`src/hdl/stba_ram.sv`:
```
// generic simple dual port ram with registered read
`default_nettype none
module stba_ram #(
    parameter int WIDTH = 8,
    parameter int DEPTH = 16
) (
    input  wire logic                                  clk,
    input  wire logic                                  we,
    input  wire logic [(DEPTH > 1 ? $clog2(DEPTH) : 1)-1:0] waddr,
    input  wire logic [WIDTH-1:0]                      wdata,
    input  wire logic [(DEPTH > 1 ? $clog2(DEPTH) : 1)-1:0] raddr,
    output logic      [WIDTH-1:0]                      rdata
);

    logic [WIDTH-1:0] mem [DEPTH];

    always_ff @(posedge clk)
    begin
        if (we)
        begin
            mem[waddr] <= wdata;
        end
        rdata <= mem[raddr];
    end

endmodule
`default_nettype wire

```
`config.mk`:
```
export PLATFORM = sky130hd
export DESIGN_NAME = stba_ram
export DESIGN_NICKNAME = d
export VERILOG_FILES = /design/src/hdl/stba_ram.sv
export SDC_FILE = /design/constraint.sdc
export NUM_CORES = 1
export LEC_CHECK = 0
export BUFFER_PORTS_ARGS = -buffer_cell sky130_fd_sc_hd__buf_2
export CAP_MARGIN = 20
export CELL_PAD_IN_SITES_DETAIL_PLACEMENT = 0
export CELL_PAD_IN_SITES_GLOBAL_PLACEMENT = 1
export CORE_ASPECT_RATIO = 1.25
export CORE_UTILIZATION = 53
export CTS_CLUSTER_SIZE = 16
export DETAILED_ROUTE_END_ITERATION = 6
export GPL_ROUTABILITY_DRIVEN = 1
export GPL_TIMING_DRIVEN = 0
export PLACE_DENSITY_LB_ADDON = 0.2
export SLEW_MARGIN = 20
export SYNTH_ARGS = -nofsm -noshare
export SYNTH_HDL_FRONTEND = slang
export SYNTH_SLANG_ARGS = --single-unit
```
`constraint.sdc`:
```
create_clock -name clk -period 2 [get_ports clk]
set_input_delay 0.3 -clock clk [delete_from_list [all_inputs] [get_ports clk]]
set_output_delay 0.3 -clock clk [all_outputs]
set_load 0.05 [all_outputs]
```
==> results of run 1 <==
[stage by stage]
| step | setup slack, ns | cell area [um2] | instances | TNS [ns] |
|---|---|---|---|---|
| floorplan | 0.2071 | 5147 | 229 | 0 |
| global placement | -0.4169 | 5421 | 376 | -4.325 |
| detailed placement | 0.004638 | 5441 | 376 | 0 |
| CTS | 0.4360 | 5963 | 408 | 0 |
| global route | 0.3699 | 5963 | 408 | 0 |
| finish | 0.4286 | 5963 | 408 | 0 |
[cell usage in the layout, fill, tap and decap left out]
cell,instances
a22oi_1,16
and2_1,1
and2b_1,1
buf_2,27
buf_4,1
buf_6,3
bufinv_16,1
clkbuf_1,3
clkbuf_16,17
clkdlybuf4s25_2,3
clkinv_1,5
clkinv_2,4
clkinv_4,1
clkinvlp_4,1
dfxtp_1,8
edfxtp_1,128
mux4_1,14
mux4_2,18
nand2_1,9
nand2b_1,2
nand3_1,1
nand3b_1,2
nor2_1,13
nor2b_1,1
nor3_2,4
or3b_2,1
[power by group]
part | internal (mW) | switching, mW | leakage, nW
clock network | 1.67 | 1.04 | 0.255
logic | 0.127 | 0.237 | 0.520
registers | 3.19 | 0.0142 | 1.22
[worst max-delay path: cells and delay by family]
kind,cells,cell delay [ns]
AND/OR/NAND/NOR,2,1.18
buffers and inverters,1,0.11
[final cells by class]
| cell class | count | area [um2] | share of cell area, % |
|---|---|---|---|
| clock buffers | 20 | 436.7 | 7.323 |
| multi-input cells | 83 | 1077 | 18.07 |
| well taps | 123 | 153.9 | 2.581 |
| clock inverters | 12 | 85.08 | 1.427 |
| plain buffers | 10 | 86.33 | 1.448 |
| repair buffers | 24 | 120.1 | 2.014 |
| flip-flops and latches | 136 | 4004 | 67.14 |
[path summary, 6_finish.rpt]
path                          end  slack (ns)                 start  depth (start not counted)
max           mem[1][5]$_DFFE_PP_        0.43              waddr[2]                          3
min          mem[15][5]$_DFFE_PP_        0.29              wdata[5]                          1
max reg2reg      rdata[0]$_DFF_P_        0.53   mem[5][0]$_DFFE_PP_                          3
min reg2reg      rdata[1]$_DFF_P_        0.68  mem[11][1]$_DFFE_PP_                          3
[state kept, by name, indices dropped and copies added, names as in the netlist]
signal / cells
rdata: 8
mem: 128
[cell families after synthesis]
family | Yosys count | share of synthesized area [%]
and+or+nand+nor | 35 | 3.184
muxes | 32 | 15.02
AOI/OAI and AO/OA | 16 | 2.334
DFF | 136 | 77.78
buffers and inverters | 10 | 1.677
[metal layers]
metal  wire length (um)  share of wire [%]  GRT usage, %
met1               4082                 43         27.93
met2               4790                 51         32.42
met3                499                5.3         5.556
met4                 37               0.39         7.849
met5                  0                  0             0
==> impl_metrics.csv, run 1 <==
group,metric,value,unit
run_status,status,"finished, final reports clean",
drt,wl,9.409,mm
cells_and_area,n_antenna_cell,0,
drt,routed_via_density,5.775,
global_route,grt_usage,20.60,%
timing,final_max_slew_viol_count,0,
drt,num_vias,2356,
setup_path,arrival,1.60,ns
timing,hold_viol,0,
global_route,antenna_found_initial,0,
cells_and_area,areaGrowthSynthToFinish,15.85,%
synthesis,synthCells,229,
power_and_ir_drop,p_leak,1.998,nW
synthesis,yosysWarnings,0,
synthesis,synthTopCellsByArea,"edfxtp_1 (75%), mux4_2 (7.9%), mux4_1 (7.1%)",
floorplan,ioPinCount,26,
power_and_ir_drop,p_total,6.286,mW
setup_path,worstPathMaxFanout,8,
synthesis,syn_area,5147,um2
placement,routabilityCongestion,0.6904,
clock_tree,insertion_delay,0.40,ns
drt,wl_per_cell,23.06,um
clock_tree,cts-hold-fix-buffers,0,
setup_path,setup.worst_path.class,"in2reg",
timing,setup_viol,0,
clock_tree,clkSlewWorstSetupHoldPaths,0.05,ns
floorplan,coreArea,9271,um2
synthesis,async_flop_share,0,%
timing,fin_hold_ws,0.2907,ns
clock_tree,cts.repair.resized,0,
floorplan,fp.dieW,90.15,um
drt,drtIter0Drc,222,
synthesis,synth_seq_area_share,77.78,%
cells_and_area,fillCellCount,647,
placement,hpwl,5.904,mm
cells_and_area,final_core_util,64.32,%
setup_path,cp_slowest_stage_delay,0.65,ns
setup_path,crit_chain,"buf_2 -> or3b_2 -> nor2_1",
floorplan,start_util,55.52,%
setup_path,setup.worst_path.start_class,"input port",
floorplan,die-area,10110,um2
synthesis,synth_top_area_cell,"edfxtp_1",
synthesis,synth_most_common_cell,"edfxtp_1",
placement,portBuffers,24,
cells_and_area,drive_above_1_share,28.42,%
synthesis,synth_cell_type_count,19,
floorplan,core.rowCount,39,
setup_path,cp_slowest_cell,"nor2_1",
clock_tree,cts_setup_buffers,0,
synthesis,synth_common_cells,"edfxtp_1 (128), mux4_2 (18), a22oi_1 (16), mux4_1 (14), nor2_1 (13)",
hold_path,hp-class,"in2reg",
timing,fin_crit_sh,78.57,%
drt,remaining_drc_errors,0,
synthesis,syn_nets,247,
clock_tree,cts.sinks,136,
timing,clock_skew,0.005332,ns
synthesis,yosysTopAreaCellShare,74.67,%
clock_tree,h-tree-depth,4,
setup_path,cp_data_required_time,2.03,ns
cells_and_area,final_nets,290,
clock_tree,cts_tree,"done",
setup_path,end_kind,"flip-flop",
power_and_ir_drop,powerDensity,1054,nW/um2
synthesis,synth.avg_cell_area,22.48,um2
synthesis,ys.flop_type,"edfxtp_1",
drt,ant_nets,0,
power_and_ir_drop,vdd_drop_max,603.3,uV
global_route,grt_max_degree,17,
synthesis,synth_edf_count,128,
job,drv_cap,0,
clock_tree,clockBufferDepth,2,
clock_tree,root_buffer,"clkbuf_16",
timing,slew_headroom,40.57,%
timing,finalCriticalPeriod,1.571,ns
floorplan,fp.dieH,112.2,um
timing,rsz0062_at_grt,"no",
global_route,grt-ovfl-total,0,
clock_tree,numCtsBuffers,17,
synthesis,ys_ff_latch,136,
global_route,grt_pass1_wl,14.35,mm
timing,tightest_slew,0.8881,ns
global_route,grt_pass1_vias,2446,
timing,fmax,0.6364,GHz
drt,drt-pass1-iter-count,4,
No activity file was read; power rests on OpenSTA's default activity.
==> inputs of run 2 (changes only) <==
--- a/config.mk
+++ b/config.mk
@@ -10,7 +10,7 @@
 export CELL_PAD_IN_SITES_DETAIL_PLACEMENT = 0
 export CELL_PAD_IN_SITES_GLOBAL_PLACEMENT = 1
 export CORE_ASPECT_RATIO = 1.25
-export CORE_UTILIZATION = 53
+export CORE_UTILIZATION = 48
 export CTS_CLUSTER_SIZE = 16
 export DETAILED_ROUTE_END_ITERATION = 6
 export GPL_ROUTABILITY_DRIVEN = 1
==> constraint.sdc (replaced) <==
create_clock -name clk -period 1.3 [get_ports clk]
set_input_delay 0.195 -clock clk [delete_from_list [all_inputs] [get_ports clk]]
set_output_delay 0.195 -clock clk [all_outputs]
set_load 0.05 [all_outputs]
==> impl_metrics.csv, run 2 (synthesis results as in run 1) <==
group,metric,value,unit
run_status,status,"finished with violations",
run_status,violations,"setup timing",
timing,hold_viol,0,
power_and_ir_drop,p_leak,2.042,nW
floorplan,fp.dieH,117.8,um
drt,ant_nets,0,
power_and_ir_drop,powerDensity,1686,nW/um2
timing,fin_hold_ws,0.1771,ns
clock_tree,cts.sinks,136,
cells_and_area,final_nets,290,
global_route,grt_usage,19.40,%
clock_tree,clockBufferDepth,2,
setup_path,crit_chain,"mux4_2 -> a22oi_2 -> nand2_1",
placement,hpwl,6.210,mm
floorplan,core.rowCount,41,
timing,fmax,0.7543,GHz
power_and_ir_drop,vdd_drop_max,859.8,uV
setup_path,cp_slowest_stage_delay,0.51,ns
drt,routed_via_density,5.606,
floorplan,start_util,50.17,%
cells_and_area,layout_common_cells,"edfxtp_1 (128), buf_2 (27), mux4_2 (24)",
cells_and_area,drive_above_1_share,37.19,%
cells_and_area,multi_input_area,1124,um2
drt,drt-pass1-iter-count,4,
drt,wl,9.493,mm
clock_tree,insertion_delay,0.41,ns
drt,remaining_drc_errors,0,
timing,setup_slack,-0.02579,ns
power_and_ir_drop,p_total,10.35,mW
timing,fin_crit_sh,102.0,%
clock_tree,cts-hold-fix-buffers,0,
cells_and_area,reg_top3,"mem (128), rdata (8)",
clock_tree,cts_tree,"done",
timing,slew_headroom,42.17,%
clock_tree,root_buffer,"clkbuf_16",
timing,final_max_slew_viol_count,0,
placement,portBuffers,24,
timing,rsz0062_at_grt,"yes",
clock_tree,clkSlewWorstSetupHoldPaths,0.05,ns
global_route,grt_pass1_wl,14.30,mm
cells_and_area,n_antenna_cell,0,
setup_path,cp_data_required_time,1.59,ns
clock_tree,cts_setup_buffers,0,
floorplan,ioPinCount,26,
job,drv_cap,0,
global_route,grt-ovfl-total,0,
placement,routabilityCongestion,0.6801,
setup_path,end_kind,"flip-flop",
global_route,grt_max_degree,17,
cells_and_area,final_core_util,59.80,%
cells_and_area,fillCellCount,742,
timing,finalCriticalPeriod,1.326,ns
timing,clock_skew,0.01014,ns
drt,drtIter0Drc,251,
timing,setup_viol,1,
global_route,antenna_found_initial,0,
setup_path,setup.worst_path.class,"reg2reg",
drt,wl_per_cell,22.93,um
clock_tree,numCtsBuffers,17,
hold_path,hp-class,"in2reg",
drt,num_vias,2321,
setup_path,worstPathMaxFanout,1,
floorplan,fp.dieW,94.63,um
floorplan,die-area,11140,um2
cells_and_area,instances_no_fill,414,
placement,post-place-cells,382,
cells_and_area,areaGrowthSynthToFinish,19.20,%
cells_and_area,largest_reg_flops,128,
clock_tree,h-tree-depth,4,
floorplan,coreArea,10260,um2
cells_and_area,regMostFlops,"mem",
setup_path,cp_slowest_cell,"mux4_2",
setup_path,setup.worst_path.start_class,"flip-flop",
cells_and_area,seqCellArea,4004,um2
setup_path,arrival,1.61,ns
cells_and_area,layout_commonest_cell,"edfxtp_1",
global_route,grt_pass1_vias,2450,
timing,tightest_slew,0.8642,ns
-- run 2: changes by cell type in the layout (fill, tap and decap cells not counted), sizes merged --
cell | previous run | this run
clkbuf | 20 | 30
clkinv | 10 | 2
bufinv | 1 | 0
clkinvlp | 1 | 0
-- run 2: stage by stage --
stage | cell area [um2] | setup TNS, ns | worst slack, ns
4_1_cts | 6125 | -0.06837 | -0.03985
3_3_place_gp | 5473 | -40.06 | -0.4436
2_1_floorplan | 5191 | -0.2129 | -0.03147
3_5_place_dp | 5473 | -40.05 | -0.4644
6_report | 6136 | -0.02579 | -0.02579
5_1_grt | 6136 | -0.2795 | -0.04189
-- run 2: path summary, 6_finish.rpt --
path / end / slack (ns) / startpoint / cells after the start
worst min register to register: rdata[2]$_DFF_P_ / 0.68 / mem[8][2]$_DFFE_PP_ / 3
worst max register to register: rdata[7]$_DFF_P_ / -0.03 / mem[15][7]$_DFFE_PP_ / 3
worst min-delay path: mem[6][4]$_DFFE_PP_ / 0.18 / wdata[4] / 1
worst max-delay path: rdata[7]$_DFF_P_ / -0.03 / mem[15][7]$_DFFE_PP_ / 3
-- run 2: metal layers --
layer	GRT usage, %	wire length, um	up-vias	part of all wire [%]
met4	9.091	221	0	2.3
met1	27.05	3974	1180	42
met5	0	0	-	0
met3	6.008	599	11	6.3
met2	27.97	4698	77	49
li1	-	-	1053	-
-- run 2: cell type report --
type,instances,area share (%)
plain buffers,10,1.529
clock inverters,2,0.2243
clock buffers,30,10.09
flip-flops and latches,136,65.25
well taps,129,2.631
multi-input cells,83,18.31
repair buffers,24,1.958
-- run 2: worst max-delay path: cells and delay by family (launching register included) --
kind / cells / cell delay [ns]
multiplexers: 1 / 0.51
AND/OR/NAND/NOR: 1 / 0.09
flip-flops: 1 / 0.35
AO/OA/AOI/OAI: 1 / 0.25
-- run 2: power by group --
part	internal (mW)	switching [mW]
registers	4.91	0.0221
clock network	3.21	1.62
logic	0.211	0.383
total	8.33	2.02
-- run 2: what timing repair did --
item | CTS | global route
setup endpoints to repair | 7 | 15
gates resized for setup | 9 | 8
pin swaps | 6 | 2
==> inputs of run 3 (changes only) <==
==> constraint.sdc (replaced) <==
create_clock -name clk -period 1.3 [get_ports clk]
set_input_delay 0 -clock clk [delete_from_list [all_inputs] [get_ports clk]]
set_output_delay 0 -clock clk [all_outputs]
set_load 0.05 [all_outputs]
==> impl_metrics.csv, run 3 (synthesis results as in run 1) <==
group,metric,value,unit
floorplan,fp.dieW,94.63,um
global_route,grt_max_degree,17,
hold_path,hp-class,"in2reg",
setup_path,end_kind,"flip-flop",
floorplan,coreArea,10260,um2
drt,ant_nets,0,
timing,setup_slack,-0.009553,ns
floorplan,die-area,11140,um2
cells_and_area,largest_reg_flops,128,
clock_tree,numCtsBuffers,17,
global_route,grt_pass1_wl,14.52,mm
drt,drtIter0Drc,198,
clock_tree,clkSlewWorstSetupHoldPaths,0.06,ns
global_route,antenna_found_initial,0,
job,drv_cap,0,
clock_tree,insertion_delay,0.41,ns
power_and_ir_drop,power.switching,2.037,mW
setup_path,setup.worst_path.class,"reg2reg",
cells_and_area,n_antenna_cell,0,
global_route,grt_pass1_vias,2350,
timing,setup_viol,1,
cells_and_area,regMostFlops,"mem",
power_and_ir_drop,p_int,8.279,mW
placement,routabilityCongestion,0.6743,
power_and_ir_drop,clkPwrFrac,46.4,%
drt,wl_per_cell,23.07,um
floorplan,start_util,50.17,%
placement,portBuffers,24,
setup_path,setup.worst_path.start_class,"flip-flop",
cells_and_area,layout_commonest_cell,"edfxtp_1",
drt,wl,9.668,mm
drt,num_vias,2368,
timing,hold_viol,0,
power_and_ir_drop,vdd_drop_max,1073,uV
power_and_ir_drop,pwr-share-seq,47.8,%
setup_path,worstPathMaxFanout,1,
run_status,violations,"setup timing",
timing,timing.setup.tns,-0.009553,ns
timing,slew_headroom,44.18,%
global_route,grt_usage,19.63,%
clock_tree,cts.sinks,136,
placement,post-place-cells,382,
clock_tree,h-tree-depth,4,
cells_and_area,fillCellCount,759,
timing,clock_skew,0.005471,ns
drt,drt-pass1-iter-count,4,
cells_and_area,areaGrowthSynthToFinish,18.64,%
cells_and_area,drive_above_1_share,35.52,%
cells_and_area,instances_no_fill,419,
clock_tree,cts_tree,"done",
setup_path,cp_data_required_time,1.59,ns
floorplan,core.rowCount,41,
cells_and_area,reg_top3,"mem (128), rdata (8)",
clock_tree,clockBufferDepth,2,
timing,finalCriticalPeriod,1.310,ns
drt,routed_via_density,5.652,
power_and_ir_drop,powerDensity,1689,nW/um2
placement,hpwl,5.970,mm
floorplan,fp.dieH,117.8,um
timing,rsz0062_at_grt,"yes",
run_status,status,"finished with violations",
power_and_ir_drop,swShare,19.74,%
cells_and_area,layout_common_cells,"edfxtp_1 (128), mux4_2 (28), buf_2 (27)",
timing,fin_crit_sh,100.7,%
power_and_ir_drop,combPwrFrac,5.8,%
timing,fmax,0.7636,GHz
global_route,grt-ovfl-total,0,
setup_path,arrival,1.60,ns
timing,tightest_slew,0.8342,ns
timing,final_max_slew_viol_count,0,
drt,remaining_drc_errors,0,
cells_and_area,final_nets,295,
power_and_ir_drop,p_leak,2.020,nW
floorplan,ioPinCount,26,
clock_tree,root_buffer,"clkbuf_16",
==> run 3: changes by cell type in the layout (fill, tap and decap cells not counted), moves of 3 or more <==
cell,previous run,this run
dlygate4sd3_1,0,5
clkinv_2,1,4
mux4_2,24,28
clkinv_1,0,5
bufinv_16,0,4
clkbuf_16,21,17
mux4_1,8,4
clkbuf_8,6,0
==> run 3: power by group through the flow <==
stage | logic (mW) | registers (mW) | clock network (mW)
after floorplan | 0.249 | 5.12 | 0
after CTS | 0.600 | 4.93 | 4.83
final | 0.597 | 4.93 | 4.79
after global routing | 0.638 | 4.94 | 5.06
after detailed placement | 0.568 | 5.02 | 0
after global placement | 0.558 | 5.01 | 0
==> run 3: layout make-up <==
| class | instances | area, um2 | share of cell area [%] |
|---|---|---|---|
| clock inverters | 13 | 158.9 | 2.602 |
| repair buffers | 29 | 170.2 | 2.786 |
| multi-input cells | 83 | 1094 | 17.91 |
| well taps | 129 | 161.4 | 2.643 |
| plain buffers | 10 | 86.33 | 1.414 |
| clock buffers | 19 | 432.9 | 7.089 |
| flip-flops and latches | 136 | 4004 | 65.56 |
==> run 3: layer usage <==
metal,GRT usage [%],wire length (um),vias to the layer above
met5,0,0,-
met1,27.36,4197,1212
met4,6.250,151,0
met3,6.202,563,10
li1,-,-,1063
met2,29.59,4755,83
==> run 3: path summary, 6_finish.rpt <==
| kind | startpoint | end | slack [ns] | depth (start not counted) |
|---|---|---|---|---|
| worst max register to register | mem[1][0]$_DFFE_PP_ | rdata[0]$_DFF_P_ | -0.01 | 3 |
| worst max-delay path | mem[1][0]$_DFFE_PP_ | rdata[0]$_DFF_P_ | -0.01 | 3 |
| worst min register to register | mem[11][1]$_DFFE_PP_ | rdata[1]$_DFF_P_ | 0.68 | 3 |
| worst min-delay path | wdata[4] | mem[6][4]$_DFFE_PP_ | 0.005 | 1 |
==> run 3: what timing repair did <==
| item | 4_1_cts | 5_1_grt |
|---|---|---|
| hold endpoints to repair | 61 | 0 |
| resized for setup | 14 | 8 |
| pin swaps | 6 | 3 |
| endpoints found under the setup margin | 15 | 31 |
| hold buffers | 5 | 0 |
| buffers inserted | 0 | 0 |
==> run 3: stage by stage <==
stage | hold slack, ns | cell area (um2) | power (mW) | worst slack (ns) | util (%)
2_1_floorplan | 0.09887 | 5152 | 5.366 | 0.03385 | -
3_3_place_gp | 0.4010 | 5434 | 5.569 | -0.5750 | 52.96
3_5_place_dp | 0.4183 | 5449 | 5.585 | -0.4383 | 53.11
4_1_cts | 0.0001567 | 6106 | 10.36 | -0.05633 | 59.51
5_1_grt | 0.001326 | 6107 | 10.64 | -0.04189 | 59.52
6_report | 0.004777 | 6107 | 10.32 | -0.009553 | 59.52
==> run 3: worst max-delay path, cell delays in order, from the launching register on <==
cell	delay (ns)
edfxtp_1	0.37
mux4_2	0.47
a22oi_2	0.28
nand2_1	0.07
